<file path="src/ptbl_pkg.sv">
`timescale 1ns / 1ps

package ptbl_pkg;

    // leader/trailer frame pattern and its marker bit
    localparam logic [7:0] LeaderFrame = 8'o200;
    localparam int         LeaderBit   = 7;

    localparam int AddrWidth   = 12;
    localparam int WordWidth   = 12;
    localparam int NibIdxWidth = 13;

    typedef enum logic
    {
        KIND_WRITE = 1'b0,
        KIND_END   = 1'b1
    } event_kind_t;

    typedef struct packed
    {
        event_kind_t            event_kind;
        logic [AddrWidth-1:0]   word_address;
        logic [WordWidth-1:0]   word_value;
        logic [7:0]             low_byte;
        logic [NibIdxWidth-1:0] nibble_byte_index;
        logic                   nibble_upper_half;
        logic [3:0]             high_nibble;
        logic [WordWidth-1:0]   checksum_word;
        logic [AddrWidth-1:0]   end_address;
    } ptbl_result_t;

endpackage

</file>
<file path="src/paper_tape_bin_loader.sv">
`timescale 1ns / 1ps

// channel   dir  tdata                         tuser       tlast
// s_axis    in   tape_byte[7:0]                -           tape_end
// m_axis    out  write/end fields, 80 bits     event_kind  -
//
// one frame is taken per cycle while s_tready is high, and is parsed in one
// pass; its result, if any, lands in the output register on the same edge
// s_tready stays high while the output register is empty or being drained,
// so a stalled output blocks input only when a result is still waiting
// reset returns the parser to seeking the first leader frame, output empty

module paper_tape_bin_loader import ptbl_pkg::*;
#(
    parameter int MEM_WORDS = 4096
)
(
    input  logic        clk,
    input  logic        rst_n,
    input  logic        s_tvalid,
    output logic        s_tready,
    input  logic [7:0]  s_tdata,   // tape_byte[7:0]
    input  logic        s_tlast,   // tape_end
    output logic        m_tvalid,
    input  logic        m_tready,
    // word_address[11:0], word_value[23:12], low_byte[31:24],
    // nibble_byte_index[44:32], nibble_upper_half[45], high_nibble[49:46],
    // checksum_word[61:50], end_address[73:62], zero fill[79:74]
    output logic [79:0] m_tdata,
    output logic        m_tuser    // event_kind
);

    logic         step;
    logic         res_valid;
    ptbl_result_t res;
    ptbl_result_t out_reg;
    logic         out_valid_reg;

    assign s_tready = !out_valid_reg || m_tready;
    assign step     = s_tvalid && s_tready;

    ptbl_core #(.MEM_WORDS(MEM_WORDS)) u_core
    (
        .clk       (clk),
        .rst_n     (rst_n),
        .step      (step),
        .tape_byte (s_tdata),
        .tape_end  (s_tlast),
        .res_valid (res_valid),
        .res       (res)
    );

    always_ff @(posedge clk or negedge rst_n)
    begin
        if (!rst_n)
        begin
            out_valid_reg <= 1'b0;
        end
        else if (s_tready)
        begin
            out_valid_reg <= step && res_valid;
        end
    end

    always_ff @(posedge clk)
    begin
        if (step && res_valid)
        begin
            out_reg <= res;
        end
    end

    assign m_tvalid = out_valid_reg;
    assign m_tuser  = out_reg.event_kind;
    assign m_tdata  = {6'b000000,
                       out_reg.end_address,
                       out_reg.checksum_word,
                       out_reg.high_nibble,
                       out_reg.nibble_upper_half,
                       out_reg.nibble_byte_index,
                       out_reg.low_byte,
                       out_reg.word_value,
                       out_reg.word_address};

endmodule

</file>
<file path="src/ptbl_core.sv">
`timescale 1ns / 1ps

module ptbl_core import ptbl_pkg::*;
#(
    parameter int MEM_WORDS = 4096
)
(
    input  logic         clk,
    input  logic         rst_n,
    input  logic         step,
    input  logic [7:0]   tape_byte,
    input  logic         tape_end,
    output logic         res_valid,
    output ptbl_result_t res
);

    typedef enum logic [1:0]
    {
        PH_SEEK,
        PH_HIGH,
        PH_LOW,
        PH_DONE
    } phase_t;

    localparam logic [NibIdxWidth-1:0] NibBase = NibIdxWidth'(MEM_WORDS);

    phase_t               phase_reg, phase_next;
    logic [6:0]           high_frame_reg, high_frame_next;
    logic [12:0]          held_word_reg, held_word_next;
    logic                 held_valid_reg, held_valid_next;
    logic [AddrWidth-1:0] load_address_reg, load_address_next;

    always_comb
    begin
        phase_next        = phase_reg;
        high_frame_next   = high_frame_reg;
        held_word_next    = held_word_reg;
        held_valid_next   = held_valid_reg;
        load_address_next = load_address_reg;
        res_valid         = 1'b0;
        res               = '0;

        if (step && phase_reg != PH_DONE)
        begin
            // an end event: tape end, or a frame with the leader bit set right after a whole word
            if (tape_end || (phase_reg == PH_HIGH && tape_byte[LeaderBit] && held_valid_reg))
            begin
                res_valid         = 1'b1;
                res.event_kind    = KIND_END;
                res.checksum_word = held_valid_reg ? held_word_reg[WordWidth-1:0] : '0;
                res.end_address   = load_address_reg;
                phase_next        = PH_DONE;
                held_valid_next   = 1'b0;
            end
            else
            begin
                case (phase_reg)
                    PH_SEEK:
                    begin
                        if (tape_byte == LeaderFrame)
                        begin
                            phase_next = PH_HIGH;
                        end
                    end
                    PH_HIGH:
                    begin
                        if (!tape_byte[LeaderBit])
                        begin
                            if (held_valid_reg)
                            begin
                                held_valid_next = 1'b0;
                                if (held_word_reg[12])
                                begin
                                    // origin word
                                    load_address_next = held_word_reg[AddrWidth-1:0];
                                end
                                else
                                begin
                                    res_valid             = 1'b1;
                                    res.event_kind        = KIND_WRITE;
                                    res.word_address      = load_address_reg;
                                    res.word_value        = held_word_reg[WordWidth-1:0];
                                    res.low_byte          = held_word_reg[7:0];
                                    res.nibble_byte_index = NibBase
                                        + {2'b00, load_address_reg[AddrWidth-1:1]};
                                    res.nibble_upper_half = load_address_reg[0];
                                    res.high_nibble       = held_word_reg[11:8];
                                    load_address_next     = load_address_reg
                                        + AddrWidth'(1);
                                end
                            end
                            high_frame_next = tape_byte[6:0];
                            phase_next      = PH_LOW;
                        end
                    end
                    PH_LOW:
                    begin
                        held_word_next  = {high_frame_reg, tape_byte[5:0]};
                        held_valid_next = 1'b1;
                        phase_next      = PH_HIGH;
                    end
                    default:
                    begin
                        phase_next = PH_DONE;
                    end
                endcase
            end
        end
    end

    always_ff @(posedge clk or negedge rst_n)
    begin
        if (!rst_n)
        begin
            phase_reg        <= PH_SEEK;
            high_frame_reg   <= '0;
            held_word_reg    <= '0;
            held_valid_reg   <= 1'b0;
            load_address_reg <= '0;
        end
        else
        begin
            phase_reg        <= phase_next;
            high_frame_reg   <= high_frame_next;
            held_word_reg    <= held_word_next;
            held_valid_reg   <= held_valid_next;
            load_address_reg <= load_address_next;
        end
    end

endmodule

</file>
<file path="config.mk">
export PLATFORM = sky130hd
export DESIGN_NAME = paper_tape_bin_loader
export DESIGN_NICKNAME = d
export VERILOG_FILES = /design/src/ptbl_pkg.sv /design/src/paper_tape_bin_loader.sv /design/src/ptbl_core.sv
export SDC_FILE = /design/constraint.sdc
export NUM_CORES = 1
export LEC_CHECK = 0
export BUFFER_PORTS_ARGS = -buffer_cell sky130_fd_sc_hd__buf_2
export CAP_MARGIN = 20
export CORE_UTILIZATION = 51
export CTS_BUF_LIST = sky130_fd_sc_hd__clkbuf_2
export CTS_CLUSTER_SIZE = 28
export DETAILED_ROUTE_END_ITERATION = 7
export PLACE_DENSITY = 0.78
export SYNTH_ARGS = -nofsm -noshare
export SYNTH_HDL_FRONTEND = slang
export SYNTH_HIERARCHICAL = 1
export SYNTH_SLANG_ARGS = --single-unit
export TNS_END_PERCENT = 10
</file>
<file path="constraint.sdc">
create_clock -name clk -period 3.1 [get_ports clk]
set_clock_uncertainty 0.05 [all_clocks]
set_input_delay 0.155 -clock clk [delete_from_list [all_inputs] [get_ports clk]]
set_output_delay 0.155 -clock clk [all_outputs]
set_load 0.03 [all_outputs]
</file>
==> results of run 1 <==
[kinds of logic (layout without fill, tap and decap cells)]
kind of cell / after synthesis / count (layout) / share of synthesized area [%]
adder cells (fa/ha/maj): 1 / 1 / 0.273
other: 2 / 7 / 0.164
multiplexers: 20 / 20 / 4.89
buffers and inverters: 47 / 124 / 6.56
AND/OR/NAND/NOR: 101 / 101 / 13.3
flip-flops: 111 / 111 / 68.9
AO/OA/AOI/OAI: 44 / 44 / 5.98
[routing by layer]
metal	vias to the layer above	track usage (%)	wire length, um
li1	1308	-	-
met1	1391	22.4	3190
met2	87	29.4	4050
met3	17	4.26	380
met4	0	9.53	207
met5	-	0	0
[per-stage QoR]
step	std cells	total power, mW
after floorplan	331	1.78
after global placement	486	1.81
after detailed placement	486	1.82
after CTS	516	2.40
after global routing	516	2.48
final	516	2.38
[report_power, final]
part / leakage (nW) / internal [mW] / switching (mW)
combinational: 0.975 / 0.0661 / 0.0647
clock: 0.0667 / 0.117 / 0.459
sequential: 1.24 / 1.61 / 0.0649
total: 2.29 / 1.79 / 0.589
[layout make-up]
class,instances,share of cell area [%]
flip-flops and latches,111,61.1
multi-input cells,173,22.3
repair buffers,105,11.9
well taps,108,2.62
clock buffers,10,0.970
clock inverters,6,0.873
inverters,3,0.218
[worst max-delay path: stages (launching register included)]
cell and delay (ps):
dfrtp_2 500, nand2b_4 80, and2_4 170, or4b_4 490, nor3_4 630, and2_1 270
a211oi_1 90
[how the worst min path moves through the flow]
stage                                           to  depth (start not counted)
after floorplan                           m_tvalid                          0
after global placement         u_core/phase_reg[1]                          1
after detailed placement       u_core/phase_reg[1]                          1
after CTS                  u_core/held_word_reg[2]                          2
after global routing      u_core/high_frame_reg[1]                          2
final                     u_core/high_frame_reg[1]                          2
[cells in the final DEF, fill, tap and decap left out, drive strengths merged, types with 6 or more instances in the layout]
master       Yosys  routed
a21oi           12      12
and2            39      39
and3            13      13
buf             34      91
clkbuf          10      10
conb             2       7
dfrtp           36      36
dlygate4sd3      0      14
edfxtp          75      75
mux2            19      19
nand2           15      15
nand3            6       6
nor2            12      12
o21ai           15      15
==> results.md, run 1 <==
* Initial Util at 52.5%
* I/O pins at 96
* Fin. max-slew vios at 0
* Fill count at 701
* Critical Path Sink: u_core/load_address_reg[11]
* Initial DRT Pass Iterations at 4
* Total grt overflow at 0
* Antenna cells at 0
* Pleak at 2.29 nW
* Largest net degree at the start of global routing at 76
* Largest area contributor in the netlist: edfxtp_1
* Via Count at 2,803
* Post_cts resized at 0
* Hold Crit Class: in2async
* Pwr per Cell Area at 461 nW/um2
* Commonest cells in the netlist: 75 x edfxtp_1, 38 x and2_1, 36 x dfrtp_1, 32 x buf_4, 19 x mux2_2
* H-tree depth at 3
* # rows at 34
* Full die area at 9360 um2
* Die Height at 96.8 um
* Setup WS post-layout at 701 ps
* Fin Setup TNS at 0 ps
* Fmax at 417 MHz
* Clock-pin slew on the worst setup and hold paths at 290 ps
* Vias in the first global route at 2,758
* Worst setup path class: reg2reg
* Asr flop ratio synth at 32.4%
* Worst Reg-to-Reg Cells at 6
* Minimum clock period at 2400 ps
* First-pass GRT wire length at 13.2 mm
* Status: completed
* VDD IR max at 192 uV
* Setup bufs post-CTS at 0
* Reg area at 3150 um2
* Rel. slew slack at 45.4%
* Fin. Hold Viols at 0
* Count leader, synth: edfxtp_1
* Core region area at 8720 um2
* Synth Register Bits at 111
* MaxCap Viol Count at 0
* Area post-placement at 4930 um2
* Post-route DRC at 0
* Crit share post-route at 77.4%
* CTS root buffer: clkbuf_2
* Syn_area_per_cell at 14.0 um2
* Sequential-to-total area share from yosys stat at 68.9%
* Crit. Startpoint: m_tvalid
* Reg2Reg Capture Point: u_core/load_address_reg[11]
* Cts hold-fix bufs at 14
* Largest fanout on the critical path at 26
* Mapped cell area at 4580 um2
* Setup crit start kind: register
* Slew @ Worst Pin at 819 ps
* R2R Setup Slk at 700 ps
* Layout net count at 417
* RSZ-0062 raised after global routing: false
* Die X at 96.8 um
* Ys flop type: edfxtp_1
* Worst EP required at 3520 ps
* Clock buffer depth at 2
* Critical path capture point type: register
* Final Setup Violations at 0
* Cell area after layout at 5160 um2
* Leading post-synthesis cells by cell area: edfxtp_1 49%, dfrtp_1 20%, buf_4 5.2%
* Routability cong. at 0.796
* Remaining antenna violation count at 0
* Fraction of layout instances using a drive strength above 1 at 33.1%
* GRT Total Usage at 18.0%
* Syn-to-layout area delta at 12.7%
* Latest clock arrival within the worst-skew pair at 570 ps
* Multi-input gate area at 1150 um2
* Routed len/inst at 15.2 um
* Hold WS at 94.7 ps
* Syn Inst Count at 326
* Post-synth EDFFs at 75
* PortBufs at 89
* Initial antenna violation count at 0
* CTS Buf Count at 9
* CTS Sinks at 111
* Max reg flops at 74
* Distinct cells, synth at 44
* Post-place setup slack at 693 ps
* WL final at 7.83 mm
* CTS tree: done
* Vias per cell at 5.43
* Origin of the critical flop-to-flop path: m_tvalid
* Final core utilization at 59.2%
* Yosys warns at 6
* Crit path DAT at 2810 ps
* Synth top area share at 49.2%
* Initial drt markers at 160
* DP HPWL at 5.29 mm
Power figures use the tool's default switching activity.
==> inputs of run 2 (changes only) <==
--- a/config.mk
+++ b/config.mk
@@ -7,11 +7,11 @@
 export LEC_CHECK = 0
 export BUFFER_PORTS_ARGS = -buffer_cell sky130_fd_sc_hd__buf_2
 export CAP_MARGIN = 20
-export CORE_UTILIZATION = 51
+export CORE_UTILIZATION = 55
 export CTS_BUF_LIST = sky130_fd_sc_hd__clkbuf_2
 export CTS_CLUSTER_SIZE = 28
 export DETAILED_ROUTE_END_ITERATION = 7
-export PLACE_DENSITY = 0.78
+export PLACE_DENSITY = 0.8
 export SYNTH_ARGS = -nofsm -noshare
 export SYNTH_HDL_FRONTEND = slang
 export SYNTH_HIERARCHICAL = 1
==> constraint.sdc (replaced) <==
create_clock -name clk -period 2.25 [get_ports clk]
set_clock_uncertainty 0.05 [all_clocks]
set_input_delay 0.1125 -clock clk [delete_from_list [all_inputs] [get_ports clk]]
set_output_delay 0.1125 -clock clk [all_outputs]
set_load 0.03 [all_outputs]
==> results.md, run 2 (same netlist as run 1, synthesis figures left out) <==
* Die Height at 93.2 um (-3.6%)
* Via Count at 2,808 (+0.18%)
* Origin of the critical flop-to-flop path: m_tvalid
* Setup crit start kind: register
* GRT Total Usage at 19.8% (+1.8 points)
* Vias in the first global route at 2,691 (-2.4%)
* Routed len/inst at 15.9 um (+4.9%)
* Setup WS post-layout at 274 ps (-427 ps)
* Antenna cells at 0 (unchanged)
* Pwr per Cell Area at 632 nW/um2 (+37%)
* Initial DRT Pass Iterations at 4 (unchanged)
* Setup bufs post-CTS at 0 (unchanged)
* Vias per cell at 5.42 (-0.21%)
* Status: completed
* Initial antenna violation count at 0 (unchanged)
* Post-place setup slack at 333 ps (-360 ps)
* H-tree depth at 3 (unchanged)
* Crit share post-route at 87.8% (+10 points)
* Post_cts resized at 0 (unchanged)
* Final Power at 3.31 mW (+39%)
* WL final at 8.25 mm (+5.3%)
* Largest net degree at the start of global routing at 40 (-47%)
* Largest fanout on the critical path at 14 (-46%)
* Layout net count at 425 (+1.9%)
* First-pass GRT wire length at 12.8 mm (-2.8%)
* Hold Crit Class: in2async
* Worst setup path class: reg2reg
* CTS root buffer: clkbuf_2
* Post-route DRC at 0 (unchanged)
* Crit. Startpoint: m_tvalid
* Rel. slew slack at 46.7% (+1.3 points)
* Die X at 93.2 um (-3.6%)
* Fraction of layout instances using a drive strength above 1 at 34.9% (+1.8 points)
* DP HPWL at 5.71 mm (+7.9%)
* CTS Buf Count at 9 (unchanged)
* Clock-pin slew on the worst setup and hold paths at 300 ps (about the same)
* Fin. max-slew vios at 0 (unchanged)
* CTS Sinks at 111 (unchanged)
* Critical path capture point type: register
* Pleak at 2.33 nW (+1.8%)
* Full die area at 8690 um2 (-7.1%)
* Remaining antenna violation count at 0 (unchanged)
* Core region area at 7890 um2 (-9.6%)
* Fmax at 506 MHz (+21%)
* Routability cong. at 0.833 (+4.7%)
* CTS tree: done
* MaxCap Viol Count at 0 (unchanged)
* Minimum clock period at 1980 ps (-423 ps)
* Worst EP required at 2670 ps (-850 ps)
* Max reg flops at 74 (unchanged)
* Slew @ Worst Pin at 800 ps (-19.9 ps)
* Crit path DAT at 2400 ps (-410 ps)
* Most common cell after layout, fill and taps aside: buf_2
* # rows at 32 (-5.9%)
* Most frequent cells in the layout: 89 x buf_2, 75 x edfxtp_1, 38 x and2_1
* Syn-to-layout area delta at 14.3%
* RSZ-0062 raised after global routing: false
* Initial drt markers at 174 (+8.8%)
* VDD IR max at 291 uV (+52%)
* PortBufs at 89 (unchanged)
* Initial Util at 58.1% (+5.5 points)
* Clock buffer depth at 2 (unchanged)
* Final Setup Violations at 0 (unchanged)
* Fin. Hold Viols at 0 (unchanged)
* Final core utilization at 66.4% (+7.2 points)
* I/O pins at 96 (unchanged)
* Total grt overflow at 0 (unchanged)
* Cts hold-fix bufs at 14 (unchanged)
* Latest clock arrival within the worst-skew pair at 570 ps (about the same)
==> run 2: per-stage QoR <==
step           cells  setup TNS, ps  hold WS [ps]  instance area [um2]
2_1_floorplan    331         -56240          -233                 4620
3_3_place_gp     488              0           185                 4990
3_5_place_dp     488              0           189                 4990
4_1_cts          518              0          50.8                 5230
5_1_grt          518              0          81.1                 5230
6_report         518              0          63.5                 5230
==> run 2: worst paths after layout <==
kind                       slack (ps)                    endpoint  depth (start not counted)
setup reg to reg                  270  u_core/load_address_reg[9]                          6
max in group asynchronous        1540                    m_tvalid                          2
hold reg to reg                   470    u_core/held_word_reg[12]                          2
min in group clk                  290     u_core/held_word_reg[0]                          3
setup / recovery                  270  u_core/load_address_reg[9]                          6
hold / removal                     60    u_core/high_frame_reg[4]                          2
==> run 2: worst max-delay path: stages, from the launching register on <==
cell and delay (ps):
dfrtp_2 490, nand2b_4 80, and2_4 170, nor4b_2 350
nand2_1 330, o21ai_0 290, o311ai_1 130
==> run 2: routing by layer <==
metal	routed length (um)	track usage, %	vias to the layer above
li1	-	-	1312
met1	3300	24.7	1375
met2	4300	33.8	108
met3	456	3.25	13
met4	188	9.23	0
met5	0	0	-
==> run 2: final cells by class <==
cell class	count	area (um2)
Clock buffer	9	45.0
Inverter	3	11.3
Sequential cell	111	3150
Tap cell	102	128
Clock inverter	7	55.1
Timing Repair Buffer	113	686
Multi-Input combinational cell	173	1150
Fill cell	583	2650
==> run 2: power by group <==
| part | switching (mW) | internal (mW) | total [mW] |
|---|---|---|---|
| sequential | 0.0592 | 2.21 | 2.27 |
| clock | 0.644 | 0.162 | 0.805 |
| combinational | 0.130 | 0.0967 | 0.227 |
==> inputs of run 3 (changes only) <==
--- a/config.mk
+++ b/config.mk
@@ -11,7 +11,7 @@
 export CTS_BUF_LIST = sky130_fd_sc_hd__clkbuf_2
 export CTS_CLUSTER_SIZE = 28
 export DETAILED_ROUTE_END_ITERATION = 7
-export PLACE_DENSITY = 0.8
+export PLACE_DENSITY = 0.78
 export SYNTH_ARGS = -nofsm -noshare
 export SYNTH_HDL_FRONTEND = slang
 export SYNTH_HIERARCHICAL = 1
==> results.md, run 3 (same netlist as run 1, synthesis figures left out) <==
* Fraction of layout instances using a drive strength above 1 at 34.7% (-0.17 points)
* Crit path DAT at 2380 ps (-20 ps)
* Fin. max-slew vios at 0 (unchanged)
* Hold Crit Class: in2async
* VDD IR max at 364 uV (+25%)
* Latest clock arrival within the worst-skew pair at 550 ps (-20 ps)
* Final Setup Violations at 0 (unchanged)
* Via Count at 2,782 (-0.93%)
* Clock-pin slew on the worst setup and hold paths at 290 ps (about the same)
* Syn-to-layout area delta at 15.1%
* Vias per cell at 5.35 (-1.3%)
* Origin of the critical flop-to-flop path: m_tvalid
* MaxCap Viol Count at 0 (unchanged)
* H-tree depth at 3 (unchanged)
* CTS root buffer: clkbuf_2
* Fin. Hold Viols at 0 (unchanged)
* CTS tree: done
* Vias in the first global route at 2,629 (-2.3%)
* Pint at 2.58 mW (+4.3%)
* RSZ-0062 raised after global routing: false
* Initial DRT Pass Iterations at 4 (unchanged)
* Pleak at 2.34 nW (+0.55%)
* Layout net count at 427 (+0.47%)
* Most common cell after layout, fill and taps aside: buf_2
* Worst setup path class: reg2reg
* Clock share of power at 26.1% (+1.7 points)
* Comb pwr share at 6.6% (-0.3 points)
* Largest net degree at the start of global routing at 44 (+10%)
* Initial Util at 58.1% (unchanged)
* Critical path capture point type: register
* Worst EP required at 2610 ps (-60 ps)
* First-pass GRT wire length at 12.9 mm (+0.27%)
* Cell area after layout at 5270 um2 (+0.69%)
* Net Sw Frac at 23.7% (-1.5 points)
* R2R Setup Slk at 230 ps (-50 ps)
* Max reg flops at 74 (unchanged)
* Largest fanout on the critical path at 9 (-5)
* CTS Buf Count at 9 (unchanged)
* Worst Reg-to-Reg Cells at 6 (unchanged)
* Die Height at 93.2 um (unchanged)
* GRT Total Usage at 19.8% (+0.025 points)
* WL final at 8.06 mm (-2.2%)
* Area post-placement at 5000 um2 (+0.15%)
* Setup crit start kind: register
* Sequential power share at 67.3% (-1.5 points)
* Routability cong. at 0.853 (+2.4%)
* P_sw at 0.800 mW (-3.9%)
* Crit share post-route at 89.8% (+2.0 points)
* Multi-input gate area at 1150 um2 (unchanged)
* # rows at 32 (unchanged)
* Antenna cells at 0 (unchanged)
* Setup bufs post-CTS at 0 (unchanged)
* Die X at 93.2 um (unchanged)
* Initial antenna violation count at 0 (unchanged)
* Most frequent cells in the layout: 89 x buf_2, 75 x edfxtp_1, 38 x and2_1
* DP HPWL at 5.61 mm (-1.7%)
* Core region area at 7890 um2 (unchanged)
* I/O pins at 96 (unchanged)
* Initial drt markers at 189 (+8.6%)
* Total grt overflow at 0 (unchanged)
* Rel. slew slack at 45.9% (-0.75 points)
* Reg area at 3150 um2 (unchanged)
* Status: completed
* Post_cts resized at 0 (unchanged)
* Pwr per Cell Area at 641 nW/um2 (+1.5%)
* Clock buffer depth at 2 (unchanged)
* Reg2Reg Capture Point: m_tdata[10]
* Post-route DRC at 0 (unchanged)
* CTS Sinks at 111 (unchanged)
* Full die area at 8690 um2 (unchanged)
* Final Power at 3.38 mW (+2.2%)
* Routed len/inst at 15.5 um (-2.6%)
* Slew @ Worst Pin at 811 ps (+11.3 ps)
* Minimum clock period at 2020 ps (+45.1 ps)
* Cts hold-fix bufs at 15 (+1)
* Fmax at 495 MHz (-2.2%)
* PortBufs at 89 (unchanged)
* Fill count at 580 (-0.51%)
* Remaining antenna violation count at 0 (unchanged)
run 3: cell types whose count changed in the layout (fill, tap and decap cells not counted):
| cell | previous run | this run |
|---|---|---|
| bufinv_16 | 0 | 1 |
| clkbuf_2 | 9 | 10 |
| buf_4 | 8 | 9 |
| inv_6 | 2 | 0 |
| clkinv_2 | 2 | 0 |
| clkinvlp_4 | 1 | 2 |
| dlygate4sd3_1 | 14 | 15 |
| clkinv_1 | 0 | 1 |
run 3: final cells by class:
class / count / area share [%]
multi-input cells: 173 / 21.9
clock buffers: 10 / 0.950
flip-flops and latches: 111 / 59.9
repair buffers: 115 / 13.3
clock inverters: 6 / 1.31
well taps: 102 / 2.42
inverters: 3 / 0.214
run 3: layer usage:
metal  vias to the layer above  track usage, %  wire length, um
li1                       1320               -                -
met1                      1343            26.3             3390
met2                       106            32.7             4140
met3                        13            3.25              382
met4                         0            8.08              153
met5                         -               0                0
run 3: worst max-delay path by stage:
stage          slack [ps]                    endpoint     start
3_3_place_gp          350                 m_tdata[10]  m_tvalid
6_report              230                 m_tdata[10]  m_tvalid
3_5_place_dp          280  u_core/load_address_reg[9]  m_tvalid
5_1_grt                60                 m_tdata[73]  m_tvalid
4_1_cts               230                 m_tdata[46]  m_tvalid
2_1_floorplan        -750                  m_tdata[0]  m_tvalid
run 3: critical path, stage by stage (launching register included):
cell	delay, ps
dfrtp_2	500
nand2b_4	90
and2_4	170
or4b_4	500
nor3_4	220
buf_4	200
and2_1	170
run 3: power groups by stage:
stage,clock (mW),sequential (mW),combinational [mW]
3_5_place_dp,0,2.31,0.204
6_report,0.883,2.27,0.223
4_1_cts,0.904,2.27,0.221
5_1_grt,0.991,2.28,0.248
2_1_floorplan,0,2.28,0.163
3_3_place_gp,0,2.31,0.196
run 3: metrics by stage:
stage / setup TNS, ps / util, % / hold slack, ps / worst slack, ps / std cells
global placement: 0 / 63.4 / 187 / 354 / 489
detailed placement: 0 / 63.4 / 187 / 278 / 489
global route: 0 / 66.8 / 85.6 / 63.5 / 520
finish: 0 / 66.8 / 84.5 / 229 / 520
floorplan: -56240 / - / -233 / -750 / 331
CTS: 0 / 66.8 / 70.0 / 230 / 520
